$ cat config.mk
export PLATFORM = sky130hd
export DESIGN_NAME = key_debounce_click_long_press
export DESIGN_NICKNAME = d
export VERILOG_FILES = /design/src/sv/kdclp_pkg.sv /design/src/sv/kdclp_lane.sv /design/src/sv/kdclp_merge.sv /design/src/sv/key_debounce_click_long_press.sv
export VERILOG_INCLUDE_DIRS = /design/src /design/src/sv
export SDC_FILE = /design/constraint.sdc
export NUM_CORES = 1
export LEC_CHECK = 0
export BUFFER_PORTS_ARGS = -buffer_cell sky130_fd_sc_hd__buf_4
export CAP_MARGIN = 20
export CORE_UTILIZATION = 40
export CTS_BUF_LIST = sky130_fd_sc_hd__clkbuf_8
export DETAILED_ROUTE_END_ITERATION = 8
export GPL_TIMING_DRIVEN = 1
export PLACE_DENSITY = 0.52
export SYNTH_ARGS = -nofsm -noshare
export SYNTH_HDL_FRONTEND = slang
export SYNTH_SLANG_ARGS = --single-unit
$ cat constraint.sdc
create_clock -name clk -period 7.65 [get_ports clk]
set_input_delay 1.1475 -clock clk [delete_from_list [all_inputs] [get_ports clk]]
set_output_delay 1.1475 -clock clk [all_outputs]
set_load 0.02 [all_outputs]
$ cat src/sv/key_debounce_click_long_press_defines.svh
// assertion macros used by the merge stage of the key debounce block
`ifndef KEY_DEBOUNCE_CLICK_LONG_PRESS_DEFINES_SVH
`define KEY_DEBOUNCE_CLICK_LONG_PRESS_DEFINES_SVH

// same-cycle implication, checked out of reset
`define KDCLP_ASSERT_IMP(lbl, ante, cons, msg) \
  lbl: assert property (@(posedge clk) disable iff (!rst_n) (ante) |-> (cons)) \
    else $error(msg);

// next-cycle implication, checked out of reset
`define KDCLP_ASSERT_NXT(lbl, ante, cons, msg) \
  lbl: assert property (@(posedge clk) disable iff (!rst_n) (ante) |=> (cons)) \
    else $error(msg);

`endif

$ cat src/sv/kdclp_pkg.sv
// types and constants for the key debounce block
package kdclp_pkg;

  localparam int NUM_KEYS  = 2;
  localparam int TIME_W    = 32;
  localparam int TICKS_W   = 16;
  localparam int CFG_IDX_W = 2;
  localparam int CFG_W     = 16;

  localparam logic [CFG_IDX_W-1:0] CFG_DEBOUNCE   = 2'd0;
  localparam logic [CFG_IDX_W-1:0] CFG_LONG_PRESS = 2'd1;
  localparam logic [CFG_IDX_W-1:0] CFG_CLICK_EN   = 2'd2;
  localparam logic [CFG_IDX_W-1:0] CFG_LONG_EN    = 2'd3;

  localparam logic [TICKS_W-1:0]  DEBOUNCE_RST   = 16'd20;
  localparam logic [TICKS_W-1:0]  LONG_PRESS_RST = 16'd1000;

  typedef struct packed {
    logic [TIME_W-1:0]   now;
    logic [NUM_KEYS-1:0] pressed_bits;
  } in_t;

  typedef struct packed {
    logic [NUM_KEYS-1:0] click_bits;
    logic [NUM_KEYS-1:0] long_press_bits;
    logic [NUM_KEYS-1:0] stable_bits;
  } out_t;

  typedef struct packed {
    logic [TICKS_W-1:0] debounce_ticks;
    logic [TICKS_W-1:0] long_press_ticks;
  } lane_cfg_t;

  typedef struct packed {
    logic click;
    logic long_press;
    logic stable;
  } lane_out_t;

endpackage

$ cat src/sv/kdclp_lane.sv
// per-key debounce, click and long-press core
module kdclp_lane (
  input  logic                              clk,
  input  logic                              rst_n,
  input  logic                              take,
  input  logic                              started,
  input  logic [kdclp_pkg::TIME_W-1:0]      now,
  input  logic                              sample,
  input  kdclp_pkg::lane_cfg_t              cfg,
  input  logic                              click_en,
  input  logic                              long_en,
  output kdclp_pkg::lane_out_t              res
);

  logic                         raw_r, raw_nxt;
  logic                         stable_r, stable_nxt;
  logic                         fired_r, fired_nxt;
  logic [kdclp_pkg::TIME_W-1:0] raw_time_r, raw_time_nxt;
  logic [kdclp_pkg::TIME_W-1:0] press_time_r, press_time_nxt;

  logic [kdclp_pkg::TIME_W-1:0] raw_age;
  logic [kdclp_pkg::TIME_W-1:0] press_age;
  logic                         changed;
  logic                         confirm;
  logic                         fire;
  logic                         click;

  assign raw_age   = now - raw_time_r;
  assign press_age = now - press_time_r;
  assign changed   = sample != raw_r;

  // a fresh raw change has age zero, which never meets a threshold of at least one
  assign confirm = !changed && (raw_r != stable_r) && (raw_age != '0) &&
                   (raw_age >= {{(kdclp_pkg::TIME_W-kdclp_pkg::TICKS_W){1'b0}},
                                cfg.debounce_ticks});
  assign click   = confirm && !raw_r && !fired_r && click_en;
  // a press confirmed on this item restarts the hold timer, so it cannot fire yet
  assign fire    = stable_r && !confirm && !fired_r && long_en && (press_age != '0) &&
                   (press_age >= {{(kdclp_pkg::TIME_W-kdclp_pkg::TICKS_W){1'b0}},
                                  cfg.long_press_ticks});

  always_comb begin
    raw_nxt        = raw_r;
    stable_nxt     = stable_r;
    fired_nxt      = fired_r;
    raw_time_nxt   = raw_time_r;
    press_time_nxt = press_time_r;
    res            = '0;
    if (!started) begin
      raw_nxt        = sample;
      stable_nxt     = sample;
      fired_nxt      = sample;
      raw_time_nxt   = now;
      press_time_nxt = now;
    end else begin
      raw_nxt = sample;
      if (changed) begin
        raw_time_nxt = now;
      end
      if (confirm) begin
        stable_nxt = raw_r;
        fired_nxt  = 1'b0;
        if (raw_r) begin
          press_time_nxt = now;
        end
      end
      if (fire) begin
        fired_nxt = 1'b1;
      end
      res.click      = click;
      res.long_press = fire;
    end
    res.stable = stable_nxt;
  end

  always_ff @(posedge clk) begin
    if (!rst_n) begin
      raw_r    <= 1'b0;
      stable_r <= 1'b0;
      fired_r  <= 1'b0;
    end else if (take) begin
      raw_r    <= raw_nxt;
      stable_r <= stable_nxt;
      fired_r  <= fired_nxt;
    end
  end

  always_ff @(posedge clk) begin
    if (take) begin
      raw_time_r   <= raw_time_nxt;
      press_time_r <= press_time_nxt;
    end
  end

endmodule

$ cat src/sv/kdclp_merge.sv
// gathers lane results into one result item, with output register and skid entry
`include "key_debounce_click_long_press_defines.svh"

module kdclp_merge (
  input  logic                 clk,
  input  logic                 rst_n,
  input  logic                 in_valid,
  output logic                 in_ready,
  input  kdclp_pkg::lane_out_t lane_res [kdclp_pkg::NUM_KEYS],
  output logic                 out_valid,
  input  logic                 out_ready,
  output kdclp_pkg::out_t      out_data
);

  kdclp_pkg::out_t merged;
  kdclp_pkg::out_t out_r, out_nxt;
  kdclp_pkg::out_t skid_r, skid_nxt;
  logic            out_v_r, out_v_nxt;
  logic            skid_v_r, skid_v_nxt;
  logic            push;

  always_comb begin
    merged = '0;
    for (int k = 0; k < kdclp_pkg::NUM_KEYS; k++) begin
      merged.click_bits[k]      = lane_res[k].click;
      merged.long_press_bits[k] = lane_res[k].long_press;
      merged.stable_bits[k]     = lane_res[k].stable;
    end
  end

  assign in_ready = !skid_v_r;
  assign push     = in_valid && in_ready;

  always_comb begin
    out_nxt    = out_r;
    out_v_nxt  = out_v_r;
    skid_nxt   = skid_r;
    skid_v_nxt = skid_v_r;
    if (!out_v_r || out_ready) begin
      if (skid_v_r) begin
        out_nxt    = skid_r;
        out_v_nxt  = 1'b1;
        skid_v_nxt = 1'b0;
      end else if (push) begin
        out_nxt   = merged;
        out_v_nxt = 1'b1;
      end else begin
        out_v_nxt = 1'b0;
      end
    end else if (push) begin
      // receiver stalled: park the item behind the output register
      skid_nxt   = merged;
      skid_v_nxt = 1'b1;
    end
  end

  always_ff @(posedge clk) begin
    if (!rst_n) begin
      out_v_r  <= 1'b0;
      skid_v_r <= 1'b0;
    end else begin
      out_v_r  <= out_v_nxt;
      skid_v_r <= skid_v_nxt;
    end
  end

  always_ff @(posedge clk) begin
    out_r  <= out_nxt;
    skid_r <= skid_nxt;
  end

  assign out_valid = out_v_r;
  assign out_data  = out_r;

  `KDCLP_ASSERT_IMP(a_skid_behind_out, skid_v_r, out_v_r, "skid holds an item with empty output")
  `KDCLP_ASSERT_NXT(a_stall_parks, push && out_v_r && !out_ready, skid_v_r, "stalled item not parked")
  `KDCLP_ASSERT_NXT(a_skid_holds, skid_v_r && !out_ready, skid_v_r && $stable(skid_r), "parked item changed")

endmodule

$ cat src/sv/key_debounce_click_long_press.sv
// top level of the key debounce block with click and long-press detection
//
// Input channel in_valid/in_ready/in_data carries one poll tick: a timestamp
// and one pressed bit per key. Output channel out_valid/out_ready/out_data
// returns one result item per tick: click pulses, long-press pulses and the
// debounced levels after the tick.
// Config port cfg_we/cfg_index/cfg_data writes debounce_ticks, long_press_ticks,
// click_enable and long_press_enable; write only while no item is in flight.
// Each result is registered in the output register, or in the skid entry while
// the receiver stalls. Throughput is one tick per cycle while the skid entry is
// empty; each key lane settles its state in the accept cycle with two 32-bit
// subtract-and-compare paths. Reset loads the register defaults and clears the
// key level and fired flags; the first tick then captures the key levels, and
// a key already held waits for its release. When the receiver stalls, one more
// tick is parked in a skid entry; in_ready drops only while that entry is full.
module key_debounce_click_long_press (
  input  logic                              clk,
  input  logic                              rst_n,
  input  logic                              in_valid,
  output logic                              in_ready,
  input  kdclp_pkg::in_t                    in_data,
  output logic                              out_valid,
  input  logic                              out_ready,
  output kdclp_pkg::out_t                   out_data,
  input  logic                              cfg_we,
  input  logic [kdclp_pkg::CFG_IDX_W-1:0]   cfg_index,
  input  logic [kdclp_pkg::CFG_W-1:0]       cfg_data
);

  kdclp_pkg::lane_cfg_t          lane_cfg_r;
  logic [kdclp_pkg::NUM_KEYS-1:0] click_en_r;
  logic [kdclp_pkg::NUM_KEYS-1:0] long_en_r;
  logic                           started_r;
  logic                           take;
  kdclp_pkg::lane_out_t           lane_res [kdclp_pkg::NUM_KEYS];

  assign take = in_valid && in_ready;

  always_ff @(posedge clk) begin
    if (!rst_n) begin
      lane_cfg_r.debounce_ticks   <= kdclp_pkg::DEBOUNCE_RST;
      lane_cfg_r.long_press_ticks <= kdclp_pkg::LONG_PRESS_RST;
      click_en_r                  <= '0;
      long_en_r                   <= '0;
    end else if (cfg_we) begin
      case (cfg_index)
        kdclp_pkg::CFG_DEBOUNCE:   lane_cfg_r.debounce_ticks   <= cfg_data;
        kdclp_pkg::CFG_LONG_PRESS: lane_cfg_r.long_press_ticks <= cfg_data;
        kdclp_pkg::CFG_CLICK_EN:   click_en_r <= cfg_data[kdclp_pkg::NUM_KEYS-1:0];
        kdclp_pkg::CFG_LONG_EN:    long_en_r  <= cfg_data[kdclp_pkg::NUM_KEYS-1:0];
        default: ;
      endcase
    end
  end

  always_ff @(posedge clk) begin
    if (!rst_n) begin
      started_r <= 1'b0;
    end else if (take) begin
      started_r <= 1'b1;
    end
  end

  for (genvar k = 0; k < kdclp_pkg::NUM_KEYS; k++) begin : g_lane
    kdclp_lane u_lane (
      .clk      (clk),
      .rst_n    (rst_n),
      .take     (take),
      .started  (started_r),
      .now      (in_data.now),
      .sample   (in_data.pressed_bits[k]),
      .cfg      (lane_cfg_r),
      .click_en (click_en_r[k]),
      .long_en  (long_en_r[k]),
      .res      (lane_res[k])
    );
  end

  kdclp_merge u_merge (
    .clk       (clk),
    .rst_n     (rst_n),
    .in_valid  (in_valid),
    .in_ready  (in_ready),
    .lane_res  (lane_res),
    .out_valid (out_valid),
    .out_ready (out_ready),
    .out_data  (out_data)
  );

endmodule
==> results.py, run 1 <==
metrics = {
    "pwr": {
        "power_density_nw_per_um2": 175,
        "vdd_ir_drop_max_v": 0.000153,
        "p_total_mw": 3.20,
        "leakagePower_nw": 7.42,
    },
    "cells_and_area": {
        "antenna_cells": 0,
        "register_area_um2": 5100,
        "final_cells": 2560,
        "final.fill_count": 4136,
        "multi_input_area_um2": 10700,
        "layout-drive-gt1-share_pct": 6.95,
        "syn2layout_area_growth_pct": 8.49,
        "nNetsFinal": 2264,
    },
    "synthesis": {
        "ys_async_sr_fraction_pct": 0,
        "ys_seq_area_share_pct": 30.4,
        "ys_top_cells_by_count": "200 x nand2_1, 190 x inv_1, 188 x ha_1, 170 x a21oi_1, 140 x edfxtp_1",
        "synth-seq-cells": 185,
        "syn_nets": 2247,
        "yosysMostFrequentCell": "nand2_1",
        "netlist_top_cells_area": "edfxtp_1 25%, ha_1 14%, dfxtp_1 5.4%",
        "synth_top_area_share_pct": 25.0,
        "synth_cell_type_count": 89,
        "ys.flop_type": "edfxtp_1",
        "synth-edff-count": 140,
        "synth.avg_cell_area_um2": 8.40,
        "yosysTopAreaCell": "edfxtp_1",
        "syn_inst": 1998,
        "synth_area_um2": 16800,
        "yosys_warnings": 0,
    },
    "critical_path": {
        "max_stage_delay_ps": 470,
        "crit_path_start_kind": "input pin",
        "reg2reg_depth": 17,
        "slowest_stage": "a221oi_1",
        "r2r-start": "g_lane[0].u_lane.raw_time_r[7]",
        "worstPathArrival_ps": 5600,
        "rrSetupSlack_ps": 2900,
        "crit_path_max_fanout": 9,
        "r2r_end": "g_lane[0].u_lane.press_time_r[31]",
        "critical_path_required_ps": 7980,
        "crit_chain": "buf_4, inv_1, ha_1, inv_1, fa_1, a21o_1, a221oi_1, o21ai_1, o21ai_0, xnor2_1, ha_1, nand4_1, nor2_1, a21oi_1, o211ai_1, a21oi_1, o21ba_2, nor4_1, nand4_1, nor4_1, buf_4, o31ai_1",
        "crit_path_end_kind": "flip-flop",
        "critPathKind": "in2reg",
    },
    "routing": {
        "vias": 15100,
        "firstDrtPassIters": 5,
        "wl_um": 51300,
        "via_per_inst": 5.89,
        "drc_errors": 0,
        "ant_nets": 0,
        "wire_per_inst_um": 20.0,
        "drt-initial-drc-count": 904,
    },
    "clocking": {
        "cts_max_path_buffers": 2,
        "insertion_delay_ps": 580,
        "hold_buffers": 0,
        "cts_resized": 0,
        "cts_tree": "done",
        "clkSlewWorstSetupHoldPaths_ps": 100,
        "cts.sink_count": 185,
        "cts_root_buf": "clkbuf_8",
        "cts_buffers": 17,
        "htree_levels": 4,
        "post_cts_buffers": 0,
    },
    "floorplan": {
        "row_count": 74,
        "die_h_um": 207,
        "coreArea_um2": 41100,
        "chipWidth_um": 207,
        "initial_core_util_pct": 40.8,
        "io_pins": 65,
        "die_area_um2": 42800,
    },
    "grt": {
        "busiest_layer": "met2",
        "grt_pass1_wl_um": 80900,
        "grt_use_total_pct": 24.8,
        "antenna_found_initial": 0,
        "grt_start_max_net_pins": 47,
        "overflow": 0,
        "grt_use_met1_pct": 32.5,
        "grt_pass1_vias": 14600,
        "met2_usage_pct": 41.5,
        "globalRouteMet3Util_pct": 4.29,
    },
    "sta": {
        "fin_setup_tns_ps": 0,
        "grt_setup_unrepaired": "no",
        "hold_violations": 0,
        "worstMarginPinSlew_ps": 964,
        "drv_slew": 0,
        "fmax_mhz": 190,
        "fin_crit_ps": 5260,
        "finalCritPeriodShare_pct": 68.8,
        "relSlewSlack_pct": 35.5,
        "worst_clock_skew_ps": 25.8,
        "setup_viol": 0,
    },
    "place": {
        "dp.cells": 2527,
        "place.port_buffers": 64,
        "globalplace.congestion": 0.976,
        "dp_hpwl_um": 41400,
    },
    "flow_run": {
        "drv_cap": 0,
    },
    "hold_path": {
        "hold_path_class": "reg2reg",
        "hp-start": "lane_cfg_r[29]",
        "hold_depth": 2,
        "hold_end": "lane_cfg_r[29]",
    },
    "outcome": {
        "outcome": "finished, final reports clean",
    },
}
==> power by group <==
part / total, mW / switching, mW / internal (mW)
sequential: 1.16 / 0.0196 / 1.15
combinational: 1.23 / 0.767 / 0.467
clock: 0.797 / 0.407 / 0.390
==> final cells by class <==
class,instances,area share [%]
clock inverter,15,1.22
clock buffer,17,1.28
multi-input combinational,1549,58.9
timing repair buffer,72,3.04
sequential,185,28.0
tap,532,3.65
inverter,190,3.92
==> sequential cells by signal, indices dropped and copies added (netlist names) <==
| name | count |
|---|---|
| click_en_r | 2 |
| u_merge.out_valid | 1 |
| g_lane.u_lane.stable_r | 2 |
| started_r | 1 |
| u_merge.skid_v_r | 1 |
| u_merge.skid_r | 6 |
| g_lane.u_lane.raw_r | 2 |
| g_lane.u_lane.raw_time_r | 64 |
| g_lane.u_lane.press_time_r | 64 |
| u_merge.out_data | 6 |
| long_en_r | 2 |
| g_lane.u_lane.fired_r | 2 |
| lane_cfg_r | 32 |
==> critical path, delay by kind of cell <==
family          cells  cell delay, ps
fa+ha+maj           3             890
xor+xnor            1             180
simple gates        5             800
buf+inv             4             600
compound gates      9            1980
==> layout by cell type (no fill, tap or decap), drive strengths merged, types with 9 or more instances in the layout <==
| cell | synthesis | final |
|---|---|---|
| a21boi | 38 | 38 |
| and3 | 18 | 18 |
| o211ai | 43 | 43 |
| nand3 | 55 | 55 |
| and2 | 19 | 19 |
| a21o | 47 | 47 |
| o2111ai | 17 | 17 |
| a221oi | 10 | 10 |
| mux2i | 12 | 12 |
| a31oi | 23 | 23 |
| dfxtp | 45 | 45 |
| nor2 | 120 | 120 |
| xnor2 | 49 | 49 |
| clkbuf | 58 | 17 |
| nor2b | 25 | 25 |
| a211oi | 28 | 28 |
| ha | 188 | 188 |
| nand2 | 200 | 200 |
| or3 | 14 | 14 |
| o31ai | 16 | 16 |
| nor3b | 9 | 9 |
| nor3 | 49 | 49 |
| buf | 16 | 72 |
| and4 | 9 | 9 |
| nor4 | 15 | 15 |
| nand4 | 41 | 41 |
| nand2b | 28 | 28 |
| edfxtp | 140 | 140 |
| o21a | 21 | 21 |
| o22ai | 10 | 10 |
| a211o | 9 | 9 |
| xor2 | 28 | 28 |
| o21bai | 14 | 14 |
| inv | 190 | 194 |
| or4 | 11 | 11 |
| a21oi | 171 | 171 |
| o21ai | 107 | 107 |
==> metrics by stage <==
stage               hold WS (ps)  cell area [um^2]  util [%]  setup WS (ps)
CTS                          470             18200      44.3           2400
floorplan                    443             16800         -           1590
finish                       468             18200      44.3           2390
global placement             455             17700      43.2           1860
global route                 488             18200      44.3           1790
detailed placement           457             17700      43.2           1750
==> worst max-delay path by stage <==
| stage | from | endpoint | slack, ps | cells past startpoint |
|---|---|---|---|---|
| 6_report | in_data[2] | u_merge.out_data[2] | 2390 | 22 |
| 5_1_grt | in_data[2] | u_merge.out_data[2] | 1790 | 22 |
| 3_5_place_dp | in_data[2] | u_merge.out_data[2] | 1750 | 22 |
| 2_1_floorplan | in_data[2] | g_lane[1].u_lane.press_time_r[0] | 1590 | 19 |
| 3_3_place_gp | in_data[2] | u_merge.out_data[2] | 1860 | 22 |
| 4_1_cts | in_data[2] | u_merge.out_data[2] | 2400 | 22 |
==> logic make-up (layout without fill, tap and decap cells) <==
kind of cell	count (synthesis)	count (layout)	synth area share, %
AND/OR/NAND/NOR	643	643	19.2
AO/OA/AOI/OAI	621	621	24.9
buffers and inverters	264	294	6.03
adder cells (fa/ha/maj)	192	192	14.5
flip-flops	185	185	30.4
XOR/XNOR	77	77	4.02
multiplexers	16	16	0.984
==> per-layer routing <==
layer	share of wire, %	up-vias
li1	-	7468
met1	46	7252
met2	48	309
met3	4.1	59
met4	2.3	0
met5	0	-
Note: power is estimated with default switching activity, not from simulation.
==> inputs of run 2 (changes only) <==
Settings changed: PLACE_DENSITY 0.52 to 0.54.
Clock period 7.65 ns to 4.7 ns, I/O delays scaled along.
==> results.py, run 2 (synthesized netlist as in run 1, its figures left out) <==
metrics = {
    "outcome": {
        "outcome": "finished, final reports clean",
    },
    "place": {
        "globalplace.congestion": 0.939,
        "preCtsSetupSlack_ps": -448,
        "placed_cell_area_um2": 18900,
        "place.port_buffers": 64,
        "dp_hpwl_um": 42700,
    },
    "pwr": {
        "p_total_mw": 5.23,
        "power_density_nw_per_um2": 271,
        "leakagePower_nw": 8.15,
        "vdd_ir_drop_max_v": 0.000219,
    },
    "routing": {
        "firstDrtPassIters": 5,
        "wire_per_inst_um": 19.2,
        "vias": 15600,
        "drt-initial-drc-count": 970,
        "ant_nets": 0,
        "wl_um": 52000,
        "drc_errors": 0,
        "via_per_inst": 5.75,
    },
    "sta": {
        "relSlewSlack_pct": 32.5,
        "worstMarginPinSlew_ps": 1010,
        "hold_violations": 0,
        "finalCritPeriodShare_pct": 96.3,
        "fin_setup_tns_ps": 0,
        "setup_viol": 0,
        "fin_ws_ps": 173,
        "drv_slew": 0,
        "worst_clock_skew_ps": 25.2,
        "grt_setup_unrepaired": "no",
        "fmax_mhz": 221,
        "whs_ps": 388,
        "fin_crit_ps": 4530,
    },
    "clocking": {
        "cts.sink_count": 185,
        "insertion_delay_ps": 580,
        "htree_levels": 4,
        "hold_buffers": 0,
        "cts_tree": "done",
        "clkSlewWorstSetupHoldPaths_ps": 110,
        "cts_root_buf": "clkbuf_8",
        "cts_buffers": 17,
        "cts_max_path_buffers": 2,
    },
    "cells_and_area": {
        "final_cell_mix": "222 x buf_4, 200 x nand2_1, 190 x inv_1",
        "top_regs": "g_lane.u_lane.press_time_r x64, g_lane.u_lane.raw_time_r x64, lane_cfg_r x32",
        "final.fill_count": 4139,
        "final_common_cell": "buf_4",
        "design_area_um2": 19300,
        "layout-drive-gt1-share_pct": 13.7,
        "multi_input_area_um2": 10700,
        "nNetsFinal": 2417,
        "register_area_um2": 5100,
        "antenna_cells": 0,
        "syn2layout_area_growth_pct": 15.2,
    },
    "critical_path": {
        "crit_path_max_fanout": 3,
        "cp_common_cell": "buf_4",
        "worstPathArrival_ps": 4860,
        "crit_path_start_kind": "input pin",
        "critPathKind": "in2reg",
        "max_stage_delay_ps": 370,
        "crit_path_end_kind": "flip-flop",
        "slowest_stage": "fa_1",
        "critical_path_required_ps": 5030,
    },
    "grt": {
        "grt_use_total_pct": 25.1,
        "antenna_found_initial": 0,
        "grt_pass1_vias": 15400,
        "grt_pass1_wl_um": 82100,
        "grt_start_max_net_pins": 47,
        "overflow": 0,
    },
    "floorplan": {
        "row_count": 74,
        "coreArea_um2": 41100,
        "die_area_um2": 42800,
        "io_pins": 65,
        "chipWidth_um": 207,
        "die_h_um": 207,
        "initial_core_util_pct": 40.8,
    },
    "flow_run": {
        "drv_cap": 0,
    },
    "hold_path": {
        "hold_path_class": "in2reg",
    },
}
run 2: cell count changes in the layout (fill, tap and decap cells not counted), moves of 2 or more:
cell | previous run | this run
buf_12 | 1 | 3
clkinv_1 | 3 | 0
bufinv_16 | 5 | 1
buf_4 | 71 | 222
clkinv_4 | 2 | 4
inv_8 | 1 | 3
run 2: worst paths after layout:
kind / end / start / slack, ps / cells past startpoint
max: u_merge.out_data[2] / in_data[2] / 170 / 25
min: g_lane[0].u_lane.raw_time_r[1] / in_data[3] / 390 / 1
max reg2reg: u_merge.out_data[2] / g_lane[0].u_lane.press_time_r[0] / 360 / 22
min reg2reg: lane_cfg_r[17] / lane_cfg_r[17] / 470 / 2
run 2: layout make-up:
type                       instances  area share, %
timing repair buffer             225           8.93
tap                              532           3.44
inverter                         190           3.69
multi-input combinational       1549           55.5
clock inverter                    15          0.835
sequential                       185           26.4
clock buffer                      17           1.21
run 2: report_power, final:
| part | internal (mW) | switching, mW | total, mW |
|---|---|---|---|
| Sequential | 1.86 | 0.0328 | 1.90 |
| Clock | 0.441 | 0.689 | 1.13 |
| Combinational | 0.916 | 1.29 | 2.21 |
| Total | 3.22 | 2.01 | 5.23 |
run 2: what timing repair did:
item                       4_1_cts  5_1_grt
gates resized for setup          0        3
setup endpoints to repair        0       28
setup buffers                    0        0
run 2: critical path, delay by kind of cell:
| family | cells | cell delay, ps |
|---|---|---|
| AOI/OAI and AO/OA | 10 | 1720 |
| and+or+nand+nor | 5 | 780 |
| adders and majority gates | 3 | 710 |
| xor gates and xnor gates | 1 | 100 |
| buffers and inverters | 6 | 860 |
run 2: layer usage:
layer / wire (um) / track usage (%) / vias to the layer above
met3: 2170 / 4.44 / 80
met5: 0 / 0 / -
met1: 24300 / 33.1 / 7465
met2: 23800 / 40.4 / 305
li1: - / - / 7756
met4: 1720 / 10.6 / 0
run 2: stage by stage:
step           cells  utilization [%]
3_3_place_gp    2680             46.0
6_report        2713             47.0
3_5_place_dp    2681             46.1
5_1_grt         2713             47.0
2_1_floorplan   1998                -
4_1_cts         2713             47.0
==> inputs of run 3 (changes only) <==
Settings changed: CORE_UTILIZATION 40 to 51, PLACE_DENSITY 0.54 to 0.64.
Clock period 4.7 ns to 5.7 ns, I/O delays scaled along.
==> results.py, run 3 (synthesized netlist as in run 1, its figures left out) <==
metrics = {
    "hold_path": {
        "hold_path_class": "reg2reg",
    },
    "clocking": {
        "cts.sink_count": 185,
        "cts_max_path_buffers": 2,
        "clkSlewWorstSetupHoldPaths_ps": 110,
        "cts_root_buf": "clkbuf_8",
        "cts_tree": "done",
        "post_cts_buffers": 0,
        "htree_levels": 4,
        "insertion_delay_ps": 530,
        "cts_resized": 0,
        "cts_buffers": 17,
        "hold_buffers": 0,
    },
    "cells_and_area": {
        "layout-drive-gt1-share_pct": 7.00,
        "final.fill_count": 3072,
        "final_common_cell": "nand2_1",
        "top_regs": "g_lane.u_lane.press_time_r x64, g_lane.u_lane.raw_time_r x64, lane_cfg_r x32",
        "final_cells": 2471,
        "nNetsFinal": 2264,
        "syn2layout_area_growth_pct": 7.65,
        "fin_util_pct": 55.7,
        "final_cell_mix": "200 x nand2_1, 191 x inv_1, 188 x ha_1",
    },
    "floorplan": {
        "initial_core_util_pct": 51.7,
        "chipWidth_um": 183,
        "coreArea_um2": 32500,
        "die_area_um2": 33700,
        "die_h_um": 183,
        "row_count": 66,
        "io_pins": 65,
    },
    "routing": {
        "drt-initial-drc-count": 973,
        "wire_per_inst_um": 19.5,
        "firstDrtPassIters": 7,
        "drc_errors": 0,
        "wl_um": 48100,
        "via_per_inst": 6.15,
        "ant_nets": 0,
        "vias": 15200,
    },
    "sta": {
        "hold_violations": 0,
        "drv_slew": 0,
        "worstMarginPinSlew_ps": 989,
        "fin_crit_ps": 5230,
        "setup_viol": 0,
        "grt_setup_unrepaired": "no",
        "relSlewSlack_pct": 34.0,
        "finalCritPeriodShare_pct": 91.8,
        "fmax_mhz": 191,
        "worst_clock_skew_ps": 20.5,
        "fin_setup_tns_ps": 0,
    },
    "critical_path": {
        "critical_path_required_ps": 6000,
        "critPathKind": "in2reg",
        "crit_path_end_kind": "flip-flop",
        "worstPathArrival_ps": 5530,
        "crit_path_max_fanout": 9,
        "crit_path_start_kind": "input pin",
    },
    "grt": {
        "antenna_found_initial": 0,
        "overflow": 0,
        "grt_pass1_wl_um": 76100,
        "grt_start_max_net_pins": 47,
        "grt_pass1_vias": 14500,
        "grt_use_total_pct": 29.0,
    },
    "place": {
        "dp.cells": 2437,
        "globalplace.congestion": 0.932,
        "dp_hpwl_um": 38700,
        "place.port_buffers": 64,
    },
    "flow_run": {
        "drv_cap": 0,
    },
    "pwr": {
        "leakagePower_nw": 7.41,
        "power_density_nw_per_um2": 230,
        "vdd_ir_drop_max_v": 0.000162,
        "p_total_mw": 4.16,
    },
    "outcome": {
        "outcome": "finished, final reports clean",
    },
}
[run 3: path summary, 6_finish.rpt]
kind / start / end / slack, ps / cells after the start
setup / recovery: in_data[2] / u_merge.out_data[2] / 470 / 22
hold / removal: lane_cfg_r[21] / lane_cfg_r[21] / 470 / 2
setup reg to reg: g_lane[0].u_lane.press_time_r[0] / u_merge.out_data[2] / 750 / 20
hold reg to reg: lane_cfg_r[21] / lane_cfg_r[21] / 470 / 2
[run 3: critical path: stages]
cell and delay (ps):
buf_4 130, inv_1 150, ha_1 220, inv_1 60, fa_1 390, a21o_1 210, a221oi_1 440, o21ai_1 350
o21ai_0 310, xnor2_1 190, ha_1 290, nand4_1 120, nor2_1 70, a21oi_1 120, o211ai_1 100, a21oi_1 200
o21ba_2 190, nor4_1 230, nand4_1 130, nor4_1 420, buf_4 260, o31ai_1 80
[run 3: cell type report]
cell class / count / area (um^2) / share of cell area, %
clock buffer: 17 / 234 / 1.29
antenna: 1 / 2.50 / 0.0138
sequential: 185 / 5100 / 28.2
tap: 442 / 553 / 3.06
multi-input combinational: 1549 / 10700 / 59.3
inverter: 190 / 713 / 3.95
timing repair buffer: 72 / 578 / 3.20
clock inverter: 15 / 166 / 0.921
[run 3: metrics by stage]
step	instance area [um^2]	hold WS, ps	setup slack [ps]
5_1_grt	18100	497	102
4_1_cts	18100	473	510
6_report	18100	470	467
3_3_place_gp	17700	452	144
3_5_place_dp	17700	459	-70.5
2_1_floorplan	16800	443	138
[run 3: where the power goes]
group | switching [mW] | internal [mW]
clock | 0.542 | 0.399
sequential | 0.0299 | 1.54
combinational | 1.02 | 0.631
total | 1.59 | 2.57
[run 3: routing by layer]
metal  up-vias  track usage, %  wire, um  part of all wire, %
met3       105            3.68      2170                  4.5
met1      7217            38.7     22000                   46
met5         -               0         0                    0
met4         0            11.7      1640                  3.4
met2       419            47.6     22400                   46
li1       7454               -         -                    -
